--- config.mk ---
export PLATFORM = sky130hd
export DESIGN_NAME = bounded_circular_list_store_top
export DESIGN_NICKNAME = d
export VERILOG_FILES = /design/src/design/bclst_pkg.sv /design/src/design/bclst_cell.sv /design/src/design/bounded_circular_list_store_top.sv
export SDC_FILE = /design/constraint.sdc
export NUM_CORES = 2
export LEC_CHECK = 0
export BUFFER_PORTS_ARGS = -buffer_cell sky130_fd_sc_hd__buf_4
export CELL_PAD_IN_SITES_DETAIL_PLACEMENT = 1
export CELL_PAD_IN_SITES_GLOBAL_PLACEMENT = 1
export CORE_MARGIN = 5
export CORE_UTILIZATION = 25
export DETAILED_ROUTE_END_ITERATION = 6
export PLACE_DENSITY_LB_ADDON = 0.1
export SKIP_CTS_REPAIR_TIMING = 1
export SLEW_MARGIN = 20
export SYNTH_ARGS = -nofsm -noshare
export SYNTH_HDL_FRONTEND = slang
export SYNTH_HIERARCHICAL = 1
export SYNTH_SLANG_ARGS = --single-unit
--- constraint.sdc ---
create_clock -name i_clk -period 5.9 [get_ports i_clk]
set_input_delay 0.59 -clock i_clk [delete_from_list [all_inputs] [get_ports i_clk]]
set_output_delay 0.59 -clock i_clk [all_outputs]
set_load 0.03 [all_outputs]
--- src/design/bclst_pkg.sv ---
// Shared types and constants for the bounded circular list store.
// Used by bclst_cell and bounded_circular_list_store_top; depends on nothing.
`timescale 1ns / 1ps
`default_nettype none

package bclst_pkg;

    // Number of list positions, one cell per position.
    localparam int CAPACITY = 16;
    // Width of the internal entry counter, able to hold CAPACITY itself.
    localparam int CNT_W    = $clog2(CAPACITY + 1);
    // Width of the entry_count result field.
    localparam int COUNT_W  = 5;
    localparam int DATA_W   = 32;
    localparam int MODE_W   = 2;
    localparam int STATUS_W = 2;

    typedef enum logic [MODE_W-1:0] {
        MODE_INS_FRONT = 2'd0,
        MODE_INS_BACK  = 2'd1,
        MODE_REMOVE    = 2'd2,
        MODE_SEARCH    = 2'd3
    } t_mode;

    typedef enum logic [STATUS_W-1:0] {
        ST_INSERTED = 2'd0,
        ST_FOUND    = 2'd1,
        ST_ABSENT   = 2'd2,
        ST_FULL     = 2'd3
    } t_status;

    // Write commands broadcast to every cell for one item.
    typedef struct packed {
        logic shift_in;   // take the left neighbor's entry (insert at front)
        logic append;     // the tail cell loads the operand
        logic remove;     // cells at or behind the first match take the right entry
    } t_cell_ctrl;

endpackage : bclst_pkg

`default_nettype wire

--- src/design/bclst_cell.sv ---
// One list position of the bounded circular list store: an entry register,
// its match compare and one link of the first-match chain. Uses bclst_pkg.
`timescale 1ns / 1ps
`default_nettype none

module bclst_cell (
    input  wire                                 i_clk,
    input  bclst_pkg::t_cell_ctrl               i_ctrl,
    input  wire logic signed [bclst_pkg::DATA_W-1:0] i_value,
    input  wire logic signed [bclst_pkg::DATA_W-1:0] i_left,
    input  wire logic signed [bclst_pkg::DATA_W-1:0] i_right,
    input  wire                                 i_valid,
    input  wire                                 i_tail,
    input  wire                                 i_seen,
    output logic                                o_seen,
    output logic signed [bclst_pkg::DATA_W-1:0]  o_entry
);
    import bclst_pkg::*;

    logic signed [DATA_W-1:0] r_entry;
    logic signed [DATA_W-1:0] n_entry;
    logic                     hit;

    assign hit    = i_valid && (r_entry == i_value);
    assign o_seen = i_seen || hit;

    always_comb begin
        n_entry = r_entry;
        if (i_ctrl.shift_in) begin
            n_entry = i_left;
        end else if (i_ctrl.append && i_tail) begin
            n_entry = i_value;
        end else if (i_ctrl.remove && o_seen) begin
            // Everything from the first match backward closes the gap.
            n_entry = i_right;
        end
    end

    always_ff @(posedge i_clk) begin
        r_entry <= n_entry;
    end

    assign o_entry = r_entry;

endmodule : bclst_cell

`default_nettype wire

--- src/design/bounded_circular_list_store_top.sv ---
// Top level of the bounded circular list store: a row of bclst_cell instances
// plus the entry counter and the result register. Uses bclst_pkg.
`timescale 1ns / 1ps
`default_nettype none

// The block keeps an ordered list of up to CAPACITY signed 32-bit values and
// takes one command item in every clock cycle: insert at the front, append at
// the back, remove the first match from the front, or search. An item is taken
// when start is high; busy is always low, because every cell compares and
// shifts in parallel in the cycle of the item, so the list is up to date at
// the next edge. The result (status and entry count after the operation)
// appears on o_status and o_entry_count in the cycle after the item,
// marked by o_done for that single cycle. The receiver must take it then:
// there is no back pressure. The longest path is the 32-bit compare in a cell
// followed by the first-match chain that runs through all cells.
module bounded_circular_list_store_top (
    input  wire                                  i_clk,
    input  wire                                  i_rst_n,
    input  wire                                  start,
    output logic                                 busy,
    input  wire logic [bclst_pkg::MODE_W-1:0]          i_mode,
    input  wire logic signed [bclst_pkg::DATA_W-1:0]   i_value,
    output logic                                 o_done,
    output logic [bclst_pkg::STATUS_W-1:0]        o_status,
    output logic [bclst_pkg::COUNT_W-1:0]         o_entry_count
);
    import bclst_pkg::*;

    t_mode                     mode;
    t_cell_ctrl                ctrl;
    logic                      full;
    logic                      found;
    logic [CNT_W-1:0]          r_count;
    logic [CNT_W-1:0]          n_count;
    logic                      r_done;
    t_status                   r_status;
    t_status                   n_status;
    logic [COUNT_W-1:0]        r_entry_count;

    // Entry and first-match chain of every cell, plus the chain input.
    logic signed [DATA_W-1:0]  cell_entry [CAPACITY];
    logic                      seen [CAPACITY+1];

    assign mode = t_mode'(i_mode);
    assign full = (r_count == CNT_W'(CAPACITY));
    assign found = seen[CAPACITY];
    assign busy = 1'b0;

    // Command decode and the next count and status for the current item.
    always_comb begin
        ctrl     = '0;
        n_count  = r_count;
        n_status = ST_ABSENT;
        unique case (mode) inside
            MODE_INS_FRONT, MODE_INS_BACK: begin
                if (full) begin
                    n_status = ST_FULL;
                end else begin
                    n_status       = ST_INSERTED;
                    n_count        = r_count + CNT_W'(1);
                    ctrl.shift_in  = start && (mode == MODE_INS_FRONT);
                    ctrl.append    = start && (mode == MODE_INS_BACK);
                end
            end
            MODE_REMOVE: begin
                ctrl.remove = start;
                if (found) begin
                    n_status = ST_FOUND;
                    n_count  = r_count - CNT_W'(1);
                end
            end
            MODE_SEARCH: begin
                n_status = found ? ST_FOUND : ST_ABSENT;
            end
            default: begin
                n_status = ST_ABSENT;
            end
        endcase
    end

    assign seen[0] = 1'b0;

    // The row of cells. The front cell takes the operand from its left side,
    // and the last cell keeps its own entry when the list closes a gap.
    for (genvar g = 0; g < CAPACITY; g++) begin : g_cell
        logic signed [DATA_W-1:0] left;
        logic signed [DATA_W-1:0] right;

        if (g == 0) begin : g_front
            assign left = i_value;
        end else begin : g_inner_l
            assign left = cell_entry[g-1];
        end

        if (g == CAPACITY - 1) begin : g_back
            assign right = cell_entry[g];
        end else begin : g_inner_r
            assign right = cell_entry[g+1];
        end

        bclst_cell u_cell (
            .i_clk   (i_clk),
            .i_ctrl  (ctrl),
            .i_value (i_value),
            .i_left  (left),
            .i_right (right),
            .i_valid (CNT_W'(g) < r_count),
            .i_tail  (CNT_W'(g) == r_count),
            .i_seen  (seen[g]),
            .o_seen  (seen[g+1]),
            .o_entry (cell_entry[g])
        );
    end

    always_ff @(posedge i_clk) begin
        if (!i_rst_n) begin
            r_count <= '0;
            r_done  <= 1'b0;
        end else begin
            r_done <= start;
            if (start) begin
                r_count <= n_count;
            end
        end
    end

    // Result payload needs no reset: it is only looked at under o_done.
    always_ff @(posedge i_clk) begin
        if (start) begin
            r_status      <= n_status;
            r_entry_count <= COUNT_W'(n_count);
        end
    end

    assign o_done        = r_done;
    assign o_status      = r_status;
    assign o_entry_count = r_entry_count;

`ifndef SYNTHESIS
    // Every item gives exactly one result in the following cycle.
    a_done_follows_start: assert property (@(posedge i_clk) disable iff (!i_rst_n)
        start |=> o_done)
        else $error("result strobe missing after an item");

    // The counter never runs past the capacity.
    a_count_bounded: assert property (@(posedge i_clk) disable iff (!i_rst_n)
        r_count <= CNT_W'(CAPACITY))
        else $error("entry counter above capacity");

    // A dropped insert is reported only with the list full.
    a_full_count: assert property (@(posedge i_clk) disable iff (!i_rst_n)
        (o_done && (o_status == ST_FULL)) |-> (r_count == CNT_W'(CAPACITY)))
        else $error("full status with room left");

    // A successful remove takes exactly one entry away.
    a_remove_count: assert property (@(posedge i_clk) disable iff (!i_rst_n)
        (start && (mode == MODE_REMOVE) && found)
            |=> (r_count == $past(r_count) - CNT_W'(1)))
        else $error("remove did not shorten the list by one");
`endif

endmodule : bounded_circular_list_store_top

`default_nettype wire

* Word-level counts from Yosys, hierarchy flattened *
Index checks and enable logic that the tools add are counted.

word-level totals
  register bits after elaboration = 525
  input port bits = 37
  output and inout bits = 9
  logic and storage cells = 213

operators by class
  $add $sub $neg = 2
  $lt $le $gt $ge = 16
  equal/unequal tests = 35
  mux-type cells = 56
  reduce and logical (&&, ||, !) cells = 84

operators with widths
  cell                 number
  $mux 32              47
  $eq 32x32->1         16
  $logic_and 1x1->1    49
  $reduce_bool 3->1    15
  $eq 4x5->1 const A   8
  $lt 4x5->1 const A   8
  $eq 3x5->1 const A   4
  $lt 3x5->1 const A   4
  $logic_or 1x1->1     15
  $eq 2x5->1 const A   2
  $lt 1x5->1 const A   2
  $lt 2x5->1 const A   2
  $mux 5               2
  $pmux 5 s2           1
  $mux 2               4
  $add 5x1->5 const B  1
  $eq 1x5->1 const A   1
  $eq 5x5->1 const B   1
  $logic_not 5->1      1
  $sub 5x1->5 const B  1
  $eq 2x2->1 const B   2
  $pmux 2 s2           1
  $reduce_or 2->1      2
  $eq 2x1->1 const B   1
  other kinds (3)      3

* Logic depth before layout (Yosys ltp) *
  depth after elaboration = 20
  mapped depth = 25
  depth with buffers taken out = 24

* By module *
The synthesis kept the hierarchy.

by module, submodules not included
  module                           times used  cells an instance  area an instance (um^2)  sequential area each (um^2)
  bclst_cell                       16          189                1998.2                   960.9
  bounded_circular_list_store_top  1           129                1056.0                   330.3

* Worst setup path after synthesis *
Ideal clock, no wire load.

  kind = reg-to-reg
  from = reg r_count[4]
  to = reg g_cell[15].u_cell.r_entry[0], enable pin
  arrival time = 3.907 ns
  path slack = 1.544 ns
  stages on the path, launching flop included = 24
  period minus slack after synthesis = 4.356 ns
  cell sequence = dfxtp_1 > buf_2 > nor3_1 > nand2_1 > nand3_1 > nor4_1 > nand4_1 > nand2b_1 > nand2b_1 > nand2b_1 > nand2b_1 > nand2b_1 > nand2b_1 > nand2b_1 > nand2b_1 > nand2b_1 > nand2b_1 > nand2b_1 > nand2b_1 > nand2b_1 > nand2b_1 > nand2b_1 > a21oi_1 > o211ai_2

between the ends
  word-level cells in the longest chain between the ends = 5
  elaborated cells between the ends (all ways) = 6

ends and longest elaborated chain
  item                                    RTL line                                source
  start: declaration                      bounded_circular_list_store_top.sv:33   logic [CNT_W-1:0] r_count;
  start signal: assignment                bounded_circular_list_store_top.sv:122  r_count <= n_count;
  $eq 5x5->1                              bounded_circular_list_store_top.sv:45   assign full = (r_count == CNT_W'(CAPACITY));
  $mux 2                                  bounded_circular_list_store_top.sv:56   if (full) begin
  $mux 2                                  bounded_circular_list_store_top.sv:54   unique case (mode) inside
  $logic_and 1x1->1                       bclst_cell.sv:31                        end else if (i_ctrl.append && i_tail) begin
  $reduce_bool 2->1 (no source line) (*)  -
  end signal: assignment                  bclst_cell.sv:40                        r_entry <= n_entry;
  end: declaration                        bclst_cell.sv:20                        logic signed [DATA_W-1:0] r_entry;

Mark *: on every way between the ends. The rest lies on a longest branch, timed or not.
A chain may end at the register's enable or synchronous reset.

==> results.json <==
{
  "design.core.area_um2": 131000,
  "synth_area_um2": 33000,
  "power_frac_seq_pct": 46.1,
  "finalCritPeriodShare_pct": 90.3,
  "dieArea_um2": 139000,
  "power_switching_mw": 2.69,
  "p_per_area_nw_per_um2": 260,
  "syn_to_final_growth_pct": 15.0,
  "cp_max_fo": 4,
  "die_w_um": 373,
  "tightest_slew_ps": 1160,
  "clkPwrFrac_pct": 42.1,
  "clk_pin_slew_ps": 60,
  "fmax_mhz": 188,
  "synth-edff-count": 519,
  "period_needed_ps": 5320,
  "netlist_instances": 3153,
  "numCtsBuffers": 71,
  "grt_use_total_pct": 16.2,
  "worstPathRequired_ps": 6290,
  "report.final.setup_viol": 0,
  "internal_power_mw": 7.21,
  "start_kind": "register",
  "slew_viol_final": 0,
  "initialDrtViolationCount": 1451,
  "wl_um": 116000,
  "p_total_mw": 9.89,
  "first_pass_iters": 5,
  "port_buffers": 44,
  "cts_tree": "built",
  "holdPathStages": 1,
  "end_kind": "register",
  "start_util_pct": 25.1,
  "fin_setup_tns_ps": 0,
  "hold_violations": 0,
  "num_io_pins": 46,
  "viasPerCell": 4.85,
  "overflow": 0,
  "combPwrFrac_pct": 11.8,
  "rr_worst_depth": 24,
  "grt_max_degree": 219,
  "yosysWarnings": 6,
  "setup_ws_ps": 575,
  "rsz0062_at_grt": "false",
  "vias": 24400,
  "sw_frac_of_total_pct": 27.1,
  "wl_per_cell_um": 23.0,
  "dp_slack_ps": 395,
  "ir_drop_v": 0.000193,
  "gp_congestion": 0.767,
  "cts_buffer_depth": 3,
  "status": "completed",
  "path_class": "reg2reg",
  "p_leak_nw": 15.0,
  "ys_ff_latch": 525,
  "cp.arrival_ps": 5710,
  "ys_types": 42,
  "grt_antenna_before_repair": 14,
  "clock_latency_ps": 670,
  "hold_class": "in2reg",
  "ys_seq_area_share_pct": 47.6,
  "hpwl_um": 81300,
  "stdcell_area_um2": 38000,
  "skew_ps": 26.0,
  "syn_area_per_cell_um2": 10.5,
  "h-tree-depth": 3,
  "async_flop_share_pct": 0,
  "layout_common_cells": "534 x o21ai_0, 533 x nand2_1, 519 x edfxtp_1",
  "fin_nets": 3252,
  "drive_gt1_share_pct": 8.62,
  "cts_root_buf": "clkbuf_16",
  "numClockSinks": 525,
  "final_common_cell": "o21ai_0",
  "rows": 133,
  "postLayoutCoreUtil_pct": 28.9,
  "detail-route-antenna-nets": 0,
  "slew_headroom_pct": 22.0,
  "drcViolationCount": 0,
  "synth-main-ff-cell": "edfxtp_1",
  "grt_pass1_wl_um": 175000,
  "dpl-instance-area_um2": 35800,
  "grt_pass1_vias": 26900,
  "die_h_um": 373,
  "cap_viol_max_count": 0
}
flip-flops by register name (all words and copies together) (netlist names):
| name | flops |
|---|---|
| g_cell.u_cell/o_entry | 512 |
| o_done | 1 |
| o_entry_count | 5 |
| o_status | 2 |
| r_count | 5 |
worst max-delay path, cell delays in order, from the launching register on:
cell and delay (ps):
edfxtp_1 450, xnor2_1 200, nand4_1 200, nor4_1 1020, buf_4 250, nand4_1 90, buf_4 180, nand2b_1 90
nand2b_1 130, nand2b_1 130, nand2b_1 150, nand2b_1 140, nand2b_1 150, nand2b_1 130, nand2b_1 170, nand2b_1 160
nand2b_1 130, nand2b_1 120, nand2b_1 170, nand2b_1 140, nand2b_1 310, buf_4 190, nand2b_1 80, mux2i_1 170
xnor2_1 90
power by group through the flow:
stage,clock network [mW],registers [mW],logic (mW)
4_1_cts,4.36,4.57,1.19
3_5_place_dp,0,4.64,1.19
2_1_floorplan,0,4.58,0.704
6_report,4.16,4.56,1.17
5_1_grt,4.50,4.58,1.30
3_3_place_gp,0,4.64,1.17
layer usage:
layer | wire length, µm | track usage, % | vias to the layer above | share of wire [%]
li1 | - | - | 11500 | -
met1 | 55800 | 22.9 | 12500 | 48
met2 | 52800 | 26.3 | 286 | 46
met3 | 4450 | 2.22 | 132 | 3.9
met4 | 2500 | 3.78 | 0 | 2.2
met5 | 0 | 0 | - | 0
through the flow:
| stage | cells | hold WS (ps) |
|---|---|---|
| 6_report | 5023 | 241 |
| 5_1_grt | 5015 | 206 |
| 4_1_cts | 5015 | 173 |
| 3_5_place_dp | 4892 | 585 |
| 3_3_place_gp | 4892 | 562 |
| 2_1_floorplan | 3155 | 544 |
logic make-up after synthesis:
| logic type | count (synthesis) | share of synthesized area (%) |
|---|---|---|
| mux | 517 | 15.7 |
| other cells | 1 | 0.0114 |
| flops | 525 | 47.6 |
| compound gates | 582 | 9.32 |
| fa+ha+maj | 5 | 0.189 |
| xor+xnor | 499 | 13.2 |
| buf+inv | 209 | 2.98 |
| simple gates | 815 | 11.0 |
cell usage after synthesis (all sizes together), types with 19 or more instances:
master  number  share of area [%]
a21oi       21               0.32
xor2        82                2.2
nand2b      40               0.76
nor3        19               0.29
nand2      549                6.2
mux2i      517                 16
o21ai      534                8.1
nand4      112                2.1
buf         55                1.2
edfxtp     519                 47
xnor2      417                 11
nor2        25               0.28
clkbuf     114                1.3
inv         40               0.45
nor4        32               0.61
worst paths after layout:
| kind | from | endpoint | slack [ps] |
|---|---|---|---|
| worst max-delay path | g_cell[2].u_cell/o_entry[8]$_DFFE_PP_ | o_entry_count[0]$_DFFE_PP_ | 580 |
| worst min-delay path | start | o_entry_count[2]$_DFFE_PP_ | 240 |
| worst max register to register | g_cell[2].u_cell/o_entry[8]$_DFFE_PP_ | o_entry_count[0]$_DFFE_PP_ | 580 |
| worst min register to register | g_cell[0].u_cell/o_entry[0]$_DFFE_PP_ | g_cell[1].u_cell/o_entry[0]$_DFFE_PP_ | 580 |
area by class of cell:
cell class | instances | area, µm²
Clock buffer | 95 | 1950
Clock inverter | 28 | 180
Timing Repair Buffer | 151 | 1250
Antenna cell | 8 | 20.0
Inverter | 40 | 150
Tap cell | 1755 | 2200
Sequential cell | 525 | 15700
Multi-Input combinational cell | 2421 | 16500
Fill cell | 14700 | 93500
Power figures use the tool's default switching activity.
